<file path="config.mk">
export PLATFORM = sky130hd
export DESIGN_NAME = adc_sample_averager_with_supply_calc_top
export DESIGN_NICKNAME = d
export VERILOG_FILES = /design/src/rtl/core/asv_pkg.sv /design/src/rtl/core/asv_div.sv /design/src/rtl/core/adc_sample_averager_with_supply_calc_top.sv
export VERILOG_INCLUDE_DIRS = /design/src /design/src/rtl/core
export SDC_FILE = /design/constraint.sdc
export NUM_CORES = 1
export LEC_CHECK = 0
export ABC_AREA = 1
export BUFFER_PORTS_ARGS = -buffer_cell sky130_fd_sc_hd__buf_2
export CAP_MARGIN = 5
export CELL_PAD_IN_SITES_DETAIL_PLACEMENT = 1
export CELL_PAD_IN_SITES_GLOBAL_PLACEMENT = 1
export CORE_MARGIN = 1
export CORE_UTILIZATION = 28
export CTS_BUF_LIST = sky130_fd_sc_hd__clkbuf_8 sky130_fd_sc_hd__clkbuf_16
export CTS_CLUSTER_SIZE = 20
export DETAILED_ROUTE_END_ITERATION = 10
export MAX_ROUTING_LAYER = met4
export PLACE_DENSITY = 0.59
export SYNTH_ARGS = -nofsm -noshare
export SYNTH_HDL_FRONTEND = slang
export SYNTH_SLANG_ARGS = --single-unit
</file>
<file path="constraint.sdc">
create_clock -name clk -period 4 [get_ports clk]
set_input_delay 0.4 -clock clk [delete_from_list [all_inputs] [get_ports clk]]
set_output_delay 0.4 -clock clk [all_outputs]
set_load 0.02 [all_outputs]
</file>
<file path="src/rtl/core/adc_sample_averager_with_supply_calc_top_defines.svh">
// assertion macros shared by the averager rtl
// no dependencies; expects clk and rst in the scope of use
`ifndef ADC_SAMPLE_AVERAGER_WITH_SUPPLY_CALC_TOP_DEFINES_SVH
`define ADC_SAMPLE_AVERAGER_WITH_SUPPLY_CALC_TOP_DEFINES_SVH

// same-cycle implication, checked outside reset
`define ASV_ASSERT_IMP(lbl, ante, cons, msg) \
  lbl: assert property (@(posedge clk) disable iff (rst) (ante) |-> (cons)) \
    else $error(msg);

// next-cycle implication, checked outside reset
`define ASV_ASSERT_NXT(lbl, ante, cons, msg) \
  lbl: assert property (@(posedge clk) disable iff (rst) (ante) |=> (cons)) \
    else $error(msg);

`endif

</file>
<file path="src/rtl/core/asv_pkg.sv">
// types and constants for the sample averager
// no dependencies
package asv_pkg;

  localparam int VALUE_W  = 16;
  localparam int SUPPLY_W = 21;
  localparam int COUNT_W  = 8;

  localparam logic [SUPPLY_W-1:0] SUPPLY_CONST = 21'd1125300;
  localparam logic [VALUE_W-1:0]  VALUE_MAX    = 16'hFFFF;

  localparam logic [1:0] ERR_OK       = 2'd0;
  localparam logic [1:0] ERR_COUNT    = 2'd1;
  localparam logic [1:0] ERR_ZERO_AVG = 2'd2;
  localparam logic [1:0] ERR_OVF      = 2'd3;

  typedef enum logic [1:0] {
    S_IDLE,
    S_AVG,
    S_MV,
    S_PUSH
  } state_t;

  typedef struct packed {
    logic busy;
    logic done;
  } div_stat_t;

endpackage

</file>
<file path="src/rtl/core/asv_div.sv">
// shared restoring divider, one quotient bit per cycle
// depends on asv_pkg and the defines header
`include "adc_sample_averager_with_supply_calc_top_defines.svh"

module asv_div import asv_pkg::*; #(
  parameter int DDW = 21,
  parameter int DVW = 10
) (
  input  logic           clk,
  input  logic           rst,
  input  logic           start,
  input  logic [DDW-1:0] dividend,
  input  logic [DVW-1:0] divisor,
  output logic [DDW-1:0] quotient,
  output div_stat_t      stat
);

  localparam int CNT_W = $clog2(DDW);

  logic             busy;
  logic             done;
  logic [CNT_W-1:0] cnt;
  logic [DVW-1:0]   rem;
  logic [DDW-1:0]   quo;
  logic [DVW-1:0]   dvs;

  logic [DVW:0] trial;
  logic [DVW:0] diff;
  logic         ge;

  assign trial = {rem, quo[DDW-1]};
  assign diff  = trial - {1'b0, dvs};
  assign ge    = ~diff[DVW];

  always_ff @(posedge clk) begin
    if (rst) begin
      busy <= 1'b0;
      done <= 1'b0;
      cnt  <= '0;
    end else begin
      done <= 1'b0;
      if (start) begin
        busy <= 1'b1;
        cnt  <= '0;
      end else if (busy) begin
        cnt <= cnt + CNT_W'(1);
        if (cnt == CNT_W'(DDW - 1)) begin
          busy <= 1'b0;
          done <= 1'b1;
        end
      end
    end
  end

  always_ff @(posedge clk) begin
    if (start) begin
      rem <= '0;
      quo <= dividend;
      dvs <= divisor;
    end else if (busy) begin
      rem <= ge ? diff[DVW-1:0] : trial[DVW-1:0];
      quo <= {quo[DDW-2:0], ge};
    end
  end

  assign quotient  = quo;
  assign stat.busy = busy;
  assign stat.done = done;

  `ASV_ASSERT_NXT(a_done_pulse, done, !done, "divider done held longer than one cycle")
  `ASV_ASSERT_IMP(a_no_restart, start, !busy, "divider restarted while busy")
  `ASV_ASSERT_IMP(a_done_idle, done, !busy, "divider done while still busy")

endmodule

</file>
<file path="src/rtl/core/adc_sample_averager_with_supply_calc_top.sv">
// converter sample averager with bandgap supply calculation, top level
// depends on asv_pkg, asv_div and the defines header
`include "adc_sample_averager_with_supply_calc_top_defines.svh"

// usage
//  input channel: sample, channel, mode under in_valid / in_stall; an item is taken
//  when in_valid is high and in_stall low. config channel: sample_count under
//  cfg_valid / cfg_ready, written while the block is idle.
//  every accepted item is summed; the item that completes a batch of sample_count
//  samples produces one result (value, channel_out, mode_out, error) on the output
//  channel under out_valid / out_stall. with sample_count zero each item gives a
//  result of value 0 and error 1.
//  timing: an item that does not close a batch is taken without a stall. a closing
//  item runs the shared restoring divider, one quotient bit a cycle over
//  max(SAMPLE_BITS+8, 21) bits (21 at the default width), and in_stall stays high
//  until its result is pushed. plain mode pushes after the first division; supply
//  mode, unless the average is zero, runs the divider again for 1125300 / average
//  first. a zero-count item goes straight to the push, without the divider.
//  a result waits in the output register while out_stall is high; the next item
//  is still taken and summed, and only a closing item waits until it leaves.
//  synchronous reset clears the running sum and count, sets sample_count to 1
//  and empties the output register.
module adc_sample_averager_with_supply_calc_top import asv_pkg::*; #(
  parameter int SAMPLE_BITS = 10
) (
  input  logic                   clk,
  input  logic                   rst,
  input  logic                   in_valid,
  output logic                   in_stall,
  input  logic [SAMPLE_BITS-1:0] sample,
  input  logic [2:0]             channel,
  input  logic                   mode,
  input  logic                   cfg_valid,
  output logic                   cfg_ready,
  input  logic [COUNT_W-1:0]     sample_count,
  output logic                   out_valid,
  input  logic                   out_stall,
  output logic [VALUE_W-1:0]     value,
  output logic [2:0]             channel_out,
  output logic                   mode_out,
  output logic [1:0]             error
);

  localparam int SUM_BITS = SAMPLE_BITS + 8;
  localparam int DIV_W    = (SUM_BITS > SUPPLY_W) ? SUM_BITS : SUPPLY_W;

  state_t state;
  state_t state_next;

  logic [COUNT_W-1:0]  batch_len;
  logic [SUM_BITS-1:0] sum_acc;
  logic [COUNT_W-1:0]  taken;

  // staged result, waits here until the output register is free
  logic [VALUE_W-1:0] res_value;
  logic [1:0]         res_error;
  logic [2:0]         res_channel;
  logic               res_mode;

  // input side
  logic                in_acc;
  logic [SUM_BITS-1:0] sum_new;
  logic [COUNT_W:0]    n_next;
  logic                zero_count;
  logic                batch_done;

  // shared divider
  logic                   div_start;
  logic [DIV_W-1:0]       div_a;
  logic [SAMPLE_BITS-1:0] div_b;
  logic [DIV_W-1:0]       div_q;
  div_stat_t              div_st;
  logic [SAMPLE_BITS-1:0] avg;
  logic                   avg_zero;
  logic                   mv_ovf;

  logic push;

  // checker helpers
  logic in_div;
  logic err_plain;
  logic err_sat;

  assign in_acc     = in_valid && !in_stall;
  assign sum_new    = sum_acc + SUM_BITS'(sample);
  assign n_next     = {1'b0, taken} + (COUNT_W + 1)'(1);
  assign zero_count = (batch_len == '0);
  assign batch_done = !(n_next < {1'b0, batch_len});

  // quotient of the first pass is the average; upper bits are zero by range
  assign avg      = div_q[SAMPLE_BITS-1:0];
  assign avg_zero = (avg == '0);
  assign mv_ovf   = |div_q[DIV_W-1:VALUE_W];

  // operands: batch sum / count from idle, supply constant / average after that
  always_comb begin
    if (state == S_IDLE) begin
      div_a = DIV_W'(sum_new);
      div_b = SAMPLE_BITS'(n_next[COUNT_W-1:0]);
    end else begin
      div_a = DIV_W'(SUPPLY_CONST);
      div_b = avg;
    end
  end

  asv_div #(
    .DDW (DIV_W),
    .DVW (SAMPLE_BITS)
  ) u_div (
    .clk      (clk),
    .rst      (rst),
    .start    (div_start),
    .dividend (div_a),
    .divisor  (div_b),
    .quotient (div_q),
    .stat     (div_st)
  );

  // next state
  always_comb begin
    state_next = state;
    unique case (state)
      S_IDLE: begin
        if (in_acc) begin
          if (zero_count) begin
            state_next = S_PUSH;
          end else if (batch_done) begin
            state_next = S_AVG;
          end
        end
      end
      S_AVG: begin
        if (div_st.done) begin
          if (res_mode && !avg_zero) begin
            state_next = S_MV;
          end else begin
            state_next = S_PUSH;
          end
        end
      end
      S_MV: begin
        if (div_st.done) begin
          state_next = S_PUSH;
        end
      end
      S_PUSH: begin
        if (push) begin
          state_next = S_IDLE;
        end
      end
      default: state_next = S_IDLE;
    endcase
  end

  // control outputs
  always_comb begin
    in_stall  = (state != S_IDLE);
    cfg_ready = (state == S_IDLE);
    div_start = 1'b0;
    push      = 1'b0;
    unique case (state)
      S_IDLE: div_start = in_acc && !zero_count && batch_done;
      S_AVG:  div_start = div_st.done && res_mode && !avg_zero;
      S_MV:   div_start = 1'b0;
      S_PUSH: push      = !out_valid || !out_stall;
      default: begin
        div_start = 1'b0;
        push      = 1'b0;
      end
    endcase
  end

  always_ff @(posedge clk) begin
    if (rst) begin
      state <= S_IDLE;
    end else begin
      state <= state_next;
    end
  end

  // configuration and batch accumulator
  always_ff @(posedge clk) begin
    if (rst) begin
      batch_len <= COUNT_W'(1);
      sum_acc   <= '0;
      taken     <= '0;
    end else begin
      if (cfg_valid && cfg_ready) begin
        batch_len <= sample_count;
      end
      if (in_acc) begin
        if (zero_count || batch_done) begin
          sum_acc <= '0;
          taken   <= '0;
        end else begin
          sum_acc <= sum_new;
          taken   <= n_next[COUNT_W-1:0];
        end
      end
    end
  end

  // staged result
  always_ff @(posedge clk) begin
    if (in_acc) begin
      res_channel <= channel;
      res_mode    <= mode;
      res_value   <= '0;
      res_error   <= ERR_COUNT;
    end else if (state == S_AVG && div_st.done) begin
      if (!res_mode) begin
        res_value <= VALUE_W'(avg);
        res_error <= ERR_OK;
      end else if (avg_zero) begin
        res_value <= VALUE_MAX;
        res_error <= ERR_ZERO_AVG;
      end
    end else if (state == S_MV && div_st.done) begin
      if (mv_ovf) begin
        res_value <= VALUE_MAX;
        res_error <= ERR_OVF;
      end else begin
        res_value <= div_q[VALUE_W-1:0];
        res_error <= ERR_OK;
      end
    end
  end

  // output register
  always_ff @(posedge clk) begin
    if (rst) begin
      out_valid <= 1'b0;
    end else if (push) begin
      out_valid <= 1'b1;
    end else if (!out_stall) begin
      out_valid <= 1'b0;
    end
  end

  always_ff @(posedge clk) begin
    if (push) begin
      value       <= res_value;
      channel_out <= res_channel;
      mode_out    <= res_mode;
      error       <= res_error;
    end
  end

  assign in_div    = (state == S_AVG) || (state == S_MV);
  assign err_plain = (error == ERR_OK) || (error == ERR_COUNT);
  assign err_sat   = (error == ERR_ZERO_AVG) || (error == ERR_OVF);

  `ASV_ASSERT_IMP(a_acc_div_idle, in_acc, !div_st.busy, "item taken while divider busy")
  `ASV_ASSERT_IMP(a_done_state, div_st.done, in_div, "divider done outside a compute state")
  `ASV_ASSERT_IMP(a_plain_err, out_valid && !mode_out, err_plain, "supply error on plain result")
  `ASV_ASSERT_IMP(a_sat_value, out_valid && err_sat, value == VALUE_MAX, "flagged result not saturated")

endmodule
</file>
# Word-level counts from Yosys, hierarchy flattened
# Index checks and enable logic that the tools add are counted.
# word_totals
regBits,129
out_inout_bits,25
elab_cells,99
in_bits,27
# op_classes
n_bitwise,2
n_eq_ne,11
magnitude_cmp,1
add_sub_neg,4
mux,33
reduce_logical,28
# ops
operator,n
16-bit two-way mux,5
21-bit two-way mux,3
2-bit two-way mux,11
18-bit by 10-bit adder with 18-bit output,1
18-bit two-way mux,1
8-bit two-way mux,2
11-bit by 10-bit subtractor with 11-bit output,1
10-bit logical NOT,1
10-bit two-way mux,1
"8-bit by 1-bit adder with 9-bit output, second input constant",1
1-bit logical AND,9
9-bit by 8-bit < comparator with 1-bit output,1
8-bit logical NOT,1
1-bit two-way mux,8
"2-bit by 1-bit inequality test with 1-bit output, second input constant",4
2-bit case mux with 4 select lines,1
1-bit logical NOT,6
"3-bit inequality test, second input constant",2
2-bit nonzero test,3
"5-bit by 1-bit adder with 5-bit output, second input constant",1
"5-bit == test, second input constant",1
5-bit AND reduction,1
5-bit OR reduction,1
"2-bit == test, second input constant",2
other kinds (9),11

# Depth between registers and ports, before layout
# Gate-level depths: netlist (run 1).
# logic_depth
ltp_word,7
ltp_mapped,18
ltp_nobuf,18

# Hierarchy
# From an unflattened synthesis (run 1), not the netlist that was laid out.
# unflattened
hier_cells,897
area_unflattened_um2,6910.4
# modules_own_cells
module,cells_per_inst,area_per_inst_um2,seq_area_each_um2,instances
adc_sample_averager_with_supply_calc_top,571,4309.1,1881.8,1
asv_div,326,2601.2,1271.2,1

# Worst setup path after synthesis (run 1)
# No wires, ideal clock.
# synth_path
path_type,flip-flop to flip-flop
from,register taken[2]
to,"register u_div.quo[0] (netlist: u_div.quotient[0]), enable pin"
setup_slack_ps,1216
n_path_buf,1
arrival_ps,2381
required_time_ps,3597
setup_time_ps,403
period_less_slack_ps,2784
path_stages_with_launch,16
cell_sequence,dfxtp_1 nand3_1 nor2_1 nand4_1 xnor2_1 ha_1 a21oi_1 o21a_1 nand2_1 inv_2 nand2_2 nand2_2 nand2_4 inv_1 buf_6 nand2_1
# synth_between
elab_chain_len,6
# synth_lines
element,line_no,rtl
"start, declared",adc_sample_averager_with_supply_calc_top.sv:52,logic [COUNT_W-1:0] taken;
"start signal, assigned",adc_sample_averager_with_supply_calc_top.sv:197,taken <= n_next[COUNT_W-1:0];
8-bit by 1-bit adder with 9-bit output,adc_sample_averager_with_supply_calc_top.sv:86,"assign n_next = {1'b0, taken} + (COUNT_W + 1)'(1);"
9-bit by 8-bit < comparator with 1-bit output,adc_sample_averager_with_supply_calc_top.sv:88,"assign batch_done = !(n_next < {1'b0, batch_len});"
1-bit logical NOT,adc_sample_averager_with_supply_calc_top.sv:88,
1-bit logical AND,adc_sample_averager_with_supply_calc_top.sv:162,S_IDLE: div_start = in_acc && !zero_count && batch_done;
1-bit case mux with 2 select lines,adc_sample_averager_with_supply_calc_top.sv:161,unique case (state)
2-bit nonzero test (no line),--,
"end signal, assigned",asv_div.sv:58,quo <= dividend;
"end signal, assigned",asv_div.sv:62,"quo <= {quo[DDW-2:0], ge};"
"end, declared",asv_div.sv:24,logic [DDW-1:0] quo;
# Every way passes these cells.
# A chain may end at the register's enable or synchronous reset.

# Worst setup path in the final report (run 1)
# layout_path
from,register taken[2]
to,"register u_div.quo[2] (netlist: u_div.quotient[2]), enable pin"
# Same word-level chain as after synthesis.

==> impl_metrics.toml, run 1 <==
[sta]
setup_ws_ps = 689
min_period_over_period_pct = 82.8
clock-skew-final_ps = 10.3
max_slew_headroom_at_the_worst_pin_pct = 56.9
unrepaired_setup_endpoints_after_global_routing = "false"
timing_hold_violations_final = 0
worst-slew-pin-transition_ps = 646
timing.final.max_slew_violations = 0
timing.setup.tns_ps = 0
timing.fmax_ghz = 0.302
setup_violations = 0
timing.final.crit_period_ps = 3310

[setup_path]
critPathCaptureType = "flip-flop"
critical_path_peak_fanout = 39
critical_path_required_ps = 4100
worst-setup-path-type = "flip-flop to flip-flop"
arrival_ps = 3410
cp_most_frequent_cell = "sky130_fd_sc_hd__nand2_1"
critical_path.slowest_cell = "sky130_fd_sc_hd__dfxtp_1"
timing.critical_path.max_delay_family = "simple AND/OR/NAND/NOR gates"
startpoint_type = "flip-flop"
worstPathCellList = "nand3_1 -> nor2_1 -> nand4_1 -> xnor2_1 -> ha_1 -> nand2_1 -> o21a_1 -> nand2_1 -> inv_2 -> nand2_2 -> nand2_2 -> nand2_4 -> inv_1 -> nand2_1 -> buf_4"
path_buf_inv = 3
cp_slowest_stage_delay_ps = 400

[synth]
synth_top_cell_by_area = "sky130_fd_sc_hd__edfxtp_1"
seq_area_frac_synth_pct = 46.3
synth.area.top_cells = "sky130_fd_sc_hd__edfxtp_1 25%, sky130_fd_sc_hd__dfxtp_1 21%, sky130_fd_sc_hd__nand2_1 14%"
yosysWarnings = 0
postSynthCellCount = 886
syn_area_per_cell_um2 = 7.69
synth.mux.area_fraction_pct = 0
ys_types = 32
synth.most_common_cell = "sky130_fd_sc_hd__nand2_1"
synth-xor-area-share_pct = 2.31
synth_compound_area_share_pct = 7.81
simple_gate_share_of_the_synthesized_area_pct = 28.1
synth.top_cell.area_share_pct = 25.1
synth_top_flop_cell = "sky130_fd_sc_hd__dfxtp_1"
post_synth_instance_area_um2 = 6810
most_frequent_cells_after_synthesis = "258 x sky130_fd_sc_hd__nand2_1, 118 x sky130_fd_sc_hd__inv_1, 93 x sky130_fd_sc_hd__nor2_1"
synth-seq-cells = 129
asyncSetResetFlopFracSynth_pct = 0
number_of_enable_type_register_cells_in_the_synthesized_netlist = 57
synthAdderAreaFrac_pct = 6.83
synth.net_count = 949
synth_top_family_by_area = "simple AND/OR/NAND/NOR gates"

[clock_tree]
post-cts-setup-buffer-count = 0
number_of_hold_buffers_added_after_cts = 0
clk_transition_reported_paths_ps = 60
post_cts.resized_instances = 0
h-tree-depth = 4
clock_path_buffers = 2
cts_inserted_buffers = 17
clock_insertion_delay_worst_skew_ps = 420
clock_sink_count = 129
clock_tree_from_tritoncts = "done"
cts_root_buf = "sky130_fd_sc_hd__clkbuf_16"

[route]
num_vias = 5690
wl_per_cell_um = 14.5
totalWireLength_mm = 18.5
route.detailed.vias_per_inst = 4.48
detail_route.iter0.violations = 291
ant_nets = 0
first_pass_drt_iterations = 4
detail_route.drc_violations = 0

[placed_design]
dp_hpwl_mm = 13.9
buffer_ports.inserted = 51
gp_congestion = 0.788
detailed_place.area_um2 = 7380
dp_worst_setup_slack_ps = 656

[finish]
syn_to_final_growth_pct = 16.2
n_antenna_cell = 0
finish.instance_area_um2 = 7910
nNetsFinal = 1001
share_of_cells_above_drive_strength_1_pct = 11.0

[power]
net-switching-power_mw = 1.97
p_comb_share_pct = 34.5
irDropWorstVdd_uv = 273
p_int_mw = 3.01
power.density_cell_area_nw_per_um2 = 629
clock_power_share_pct = 28.6
sequentialPowerShare_pct = 36.9
netSwitchingFraction_pct = 39.6
design_power_total_mw = 4.98
power.static_leakage_nw = 3.51

[die]
io_pins = 52
die_width_um = 158
fp.dieH_um = 158
start_util_pct = 28.8
fp.dieArea_um2 = 24900
placement_rows = 56
core_area_um2 = 23700

[grt]
globalRouteTotalUtil_pct = 16.5
overflow = 0
antenna_found_initial = 0
vias_in_the_first_global_route = 5890
grt_pass1_wl_mm = 30.5
maximum_number_of_pins_on_one_net_before_global_route_repair = 43

[run]
max-cap-violations = 0

[outcome]
status = "completed"

[hold_path]
hold_path.class = "primary input to flip-flop"
[cells in the final DEF (no fill, tap or decap), types with 3 or more instances in the layout]
master and count:
sky130_fd_sc_hd__buf_4 7, sky130_fd_sc_hd__nand4_1 10, sky130_fd_sc_hd__nand3b_1 10, sky130_fd_sc_hd__nand2_1 258, sky130_fd_sc_hd__inv_1 119, sky130_fd_sc_hd__ha_1 34
sky130_fd_sc_hd__nand3_2 3, sky130_fd_sc_hd__edfxtp_1 57, sky130_fd_sc_hd__dfxtp_1 72, sky130_fd_sc_hd__buf_2 51, sky130_fd_sc_hd__clkbuf_16 17, sky130_fd_sc_hd__nor3_1 4
sky130_fd_sc_hd__nand3_1 62, sky130_fd_sc_hd__nor2_2 5, sky130_fd_sc_hd__xor2_1 12, sky130_fd_sc_hd__o21ai_0 32, sky130_fd_sc_hd__inv_6 7, sky130_fd_sc_hd__xnor2_1 6
sky130_fd_sc_hd__a21oi_1 63, sky130_fd_sc_hd__clkinv_2 4, sky130_fd_sc_hd__nand2_2 5, sky130_fd_sc_hd__nor2_1 93
[stage by stage]
step                      hold WS [ps]  cells  utilization, %
after detailed placement           407   1238            31.2
after global placement             401   1238            31.2
final                              157   1270            33.4
after global routing               139   1270            33.4
after CTS                          141   1270            33.4
after floorplan                    400    886               -
[layout make-up]
type / instances / area (um2)
clock buffers: 17 / 425
flip-flops and latches: 129 / 3150
well taps: 319 / 399
repair buffers: 58 / 308
multi-input cells: 613 / 3070
fillers: 2946 / 15800
inverters: 119 / 447
clock inverters: 15 / 109
[path summary, 6_finish.rpt]
| check | from | to | slack, ps | depth (start not counted) |
|---|---|---|---|---|
| worst min-delay path | channel[1] | res_channel[1] | 160 | 1 |
| worst min register to register | res_channel[2] | channel_out[2] | 420 | 0 |
| worst max register to register | taken[2] | u_div.quotient[2] | 690 | 15 |
| worst max-delay path | taken[2] | u_div.quotient[2] | 690 | 15 |
[kinds of logic after synthesis]
logic type / after synthesis
adder cells (fa/ha/maj): 36
XOR/XNOR: 18
flip-flops: 129
AO/OA/AOI/OAI: 104
AND/OR/NAND/NOR: 455
buffers and inverters: 144
[metal layers]
layer | GRT usage [%] | up-vias | wire [um]
met5 | - | - | 0
met4 | 3.89 | 0 | 202
met3 | 3.09 | 14 | 583
met2 | 26.2 | 83 | 8300
met1 | 21.6 | 2642 | 9370
li1 | - | 2951 | -
[registers in the layout (all words and copies together) (netlist names)]
name / count
batch_len: 8
channel_out: 3
error: 2
mode_out: 1
out_valid: 1
res_channel: 3
res_error: 2
res_mode: 1
res_value: 16
state: 2
sum_acc: 18
taken: 8
u_div.busy: 1
u_div.cnt: 5
u_div.done: 1
u_div.dvs: 10
u_div.quotient: 21
u_div.rem: 10
value: 16
[power groups by stage]
stage | Clock (mW) | Sequential [mW] | Combinational [mW]
2_1_floorplan | 0 | 1.80 | 1.27
3_3_place_gp | 0 | 1.86 | 1.72
3_5_place_dp | 0 | 1.87 | 1.74
4_1_cts | 1.47 | 1.84 | 1.75
5_1_grt | 1.52 | 1.86 | 1.97
6_report | 1.42 | 1.84 | 1.72
Note: power is estimated with default switching activity, not from simulation.
==> inputs of run 2 (changes only) <==
ABC_AREA = 0   (was 1)
clock period = 2.9 ns   (was 4 ns; I/O delays follow)
==> impl_metrics.toml, run 2 <==
[die]
fp.dieArea_um2 = 24300
fp.dieH_um = 156
start_util_pct = 28.9
placement_rows = 55
die_width_um = 156
io_pins = 52
core_area_um2 = 22900

[grt]
maximum_number_of_pins_on_one_net_before_global_route_repair = 31
overflow = 0
grt_pass1_wl_mm = 29.7
antenna_found_initial = 0
vias_in_the_first_global_route = 5564
global_route.peak_usage_layer = "met2"
globalRouteMet3Util_pct = 3.08
globalRouteTotalUtil_pct = 16.4
globalRouteMet1Util_pct = 20.6
groute.layer.met2.usage_pct = 26.1

[placed_design]
dp_hpwl_mm = 13.5
gp_congestion = 0.809
detailed_place.area_um2 = 7510
buffer_ports.inserted = 51
placed_cells = 1032
dp_worst_setup_slack_ps = -197

[power]
sequentialPowerShare_pct = 31.6
clock_power_share_pct = 22.9
power.static_leakage_nw = 3.35
netSwitchingFraction_pct = 39.8
net-switching-power_mw = 3.53
design_power_total_mw = 8.88
power.density_cell_area_nw_per_um2 = 1050
p_comb_share_pct = 45.5
p_int_mw = 5.34
irDropWorstVdd_uv = 307

[synth]
synth_top_flop_cell = "sky130_fd_sc_hd__dfxtp_1"
synth_top_cell_by_area = "sky130_fd_sc_hd__edfxtp_1"
synth-seq-cells = 129
ys_types = 77
syn_area_per_cell_um2 = 10.0
synth.most_common_cell = "sky130_fd_sc_hd__dfxtp_1"
number_of_enable_type_register_cells_in_the_synthesized_netlist = 57
seq_area_frac_synth_pct = 47.6
postSynthCellCount = 661
synth.top_cell.area_share_pct = 25.9
post_synth_instance_area_um2 = 6620
most_frequent_cells_after_synthesis = "72 x sky130_fd_sc_hd__dfxtp_1, 67 x sky130_fd_sc_hd__nor2_1, 57 x sky130_fd_sc_hd__edfxtp_1"
yosysWarnings = 0
asyncSetResetFlopFracSynth_pct = 0
synth.area.top_cells = "sky130_fd_sc_hd__edfxtp_1 26%, sky130_fd_sc_hd__dfxtp_1 22%, sky130_fd_sc_hd__ha_1 6.4%"
synth.net_count = 724

[setup_path]
timing.reg2reg.setup_slack_ps = -140
timing.critical_path.max_delay_family = "simple AND/OR/NAND/NOR gates"
cp_slowest_stage_delay_ps = 360
cp_most_frequent_cell = "sky130_fd_sc_hd__and3_4"
startpoint_type = "flip-flop"
critPathCaptureType = "flip-flop"
critical_path.slowest_cell = "sky130_fd_sc_hd__dfxtp_4"
arrival_ps = 3200
path_buf_inv = 1
critPathLaunch = "taken[1]"
critical_path_peak_fanout = 11
worst_setup_path_endpoint = "u_div.quotient[2]"
worst-setup-path-type = "flip-flop to flip-flop"
path_depth = 12
worstPathCellList = "ha_4 -> and3_4 -> and3_4 -> xor2_2 -> ha_1 -> and4_1 -> a21o_1 -> a311o_4 -> o21bai_4 -> and2_4 -> inv_8 -> mux2_4"
critical_path_required_ps = 3070
critical_path.reg2reg.startpoint = "taken[1]"
regToRegEndpoint = "u_div.quotient[2]"
reg2reg_depth = 12

[sta]
unrepaired_setup_endpoints_after_global_routing = "true"
min_period_over_period_pct = 105
timing.fmax_ghz = 0.329
setup_ws_ps = -138
timing.final.max_slew_violations = 0
setup_violations = 76
timing.final.crit_period_ps = 3040
max_slew_headroom_at_the_worst_pin_pct = 20.6
timing_hold_violations_final = 0
timing.setup.tns_ps = -4170
worst-slew-pin-transition_ps = 1180
clock-skew-final_ps = 15.3
holdWs_ps = 45.1

[finish]
largest_register_ffs = 21
n_antenna_cell = 0
share_of_cells_above_drive_strength_1_pct = 26.2
layout_common_cells = "70 x sky130_fd_sc_hd__dfxtp_1, 67 x sky130_fd_sc_hd__nor2_1, 57 x sky130_fd_sc_hd__edfxtp_1"
finalNonFillerCells = 1081
finish.instance_area_um2 = 8440
fill_cell_total_of_the_finished_layout = 2555
layout_commonest_cell = "sky130_fd_sc_hd__dfxtp_1"
post-route-util_pct = 36.8
nNetsFinal = 818
syn_to_final_growth_pct = 27.5

[hold_path]
worst_hold_startpoint = "channel[1]"
hold_path.class = "primary input to flip-flop"

[clock_tree]
clock_tree_from_tritoncts = "done"
cts_inserted_buffers = 17
h-tree-depth = 4
clock_sink_count = 129
clock_insertion_delay_worst_skew_ps = 430
cts_root_buf = "sky130_fd_sc_hd__clkbuf_16"
clk_transition_reported_paths_ps = 60
number_of_hold_buffers_added_after_cts = 0
clock_path_buffers = 2

[route]
wl_per_cell_um = 17.4
num_vias = 5381
detail_route.drc_violations = 0
ant_nets = 0
detail_route.iter0.violations = 252
totalWireLength_mm = 18.8
first_pass_drt_iterations = 4
route.detailed.vias_per_inst = 4.98

[outcome]
status = "finished with violations"
failing_checks = "setup timing"

[run]
max-cap-violations = 0
==> run 2: cell count changes after synthesis, moves of 9 or more <==
cell,before,now
sky130_fd_sc_hd__o22ai_1,2,11
sky130_fd_sc_hd__inv_1,118,34
sky130_fd_sc_hd__mux2i_1,0,10
sky130_fd_sc_hd__nand2_1,258,41
sky130_fd_sc_hd__a21oi_1,64,49
sky130_fd_sc_hd__a211oi_1,0,13
sky130_fd_sc_hd__nand3_1,62,26
sky130_fd_sc_hd__nor2_1,93,67
sky130_fd_sc_hd__and3_1,0,9
==> run 2: what timing repair did <==
action / in CTS / in global routing
setup endpoints to repair: 86 / 97
cloned: 3 / 1
resized for setup: 12 / 34
pin swaps: 3 / 13
endpoints found under the hold margin: 0 / 0
setup buffers: 8 / 7
==> run 2: layer usage <==
layer / share of wire, % / up-vias
met4: 1.4 / 0
met3: 2.7 / 13
li1: - / 2639
met1: 48 / 2659
met5: 0 / -
met2: 48 / 70
==> run 2: final cells by class <==
type	instances	area, um2	area share, %
repair buffers	102	706	8.36
well taps	313	392	4.64
clock buffers	19	464	5.50
inverters	35	139	1.65
flip-flops and latches	129	3160	37.4
multi-input cells	470	3480	41.2
clock inverters	13	104	1.23
==> run 2: worst min-delay path by stage <==
stage,to,slack [ps],cells past startpoint
final,res_channel[1],50,1
after global placement,channel_out[0],410,0
after detailed placement,value[11],420,0
after global routing,res_channel[2],30,1
after CTS,res_channel[1],40,1
after floorplan,res_channel[0],390,0
==> run 2: cell families after synthesis <==
family          share of synthesized area, %
simple gates                            16.4
compound gates                          18.5
flops                                   47.6
buf+inv                                 4.08
fa+ha+maj                               7.03
xor+xnor                                3.84
mux                                     2.53
==> run 2: power groups by stage <==
stage               clock [mW]  combinational (mW)  sequential [mW]
finish                    2.03                4.04             2.80
global route              2.16                4.43             2.84
CTS                       2.08                3.86             2.80
detailed placement           0                3.65             2.83
global placement             0                3.52             2.82
floorplan                    0                2.55             2.70
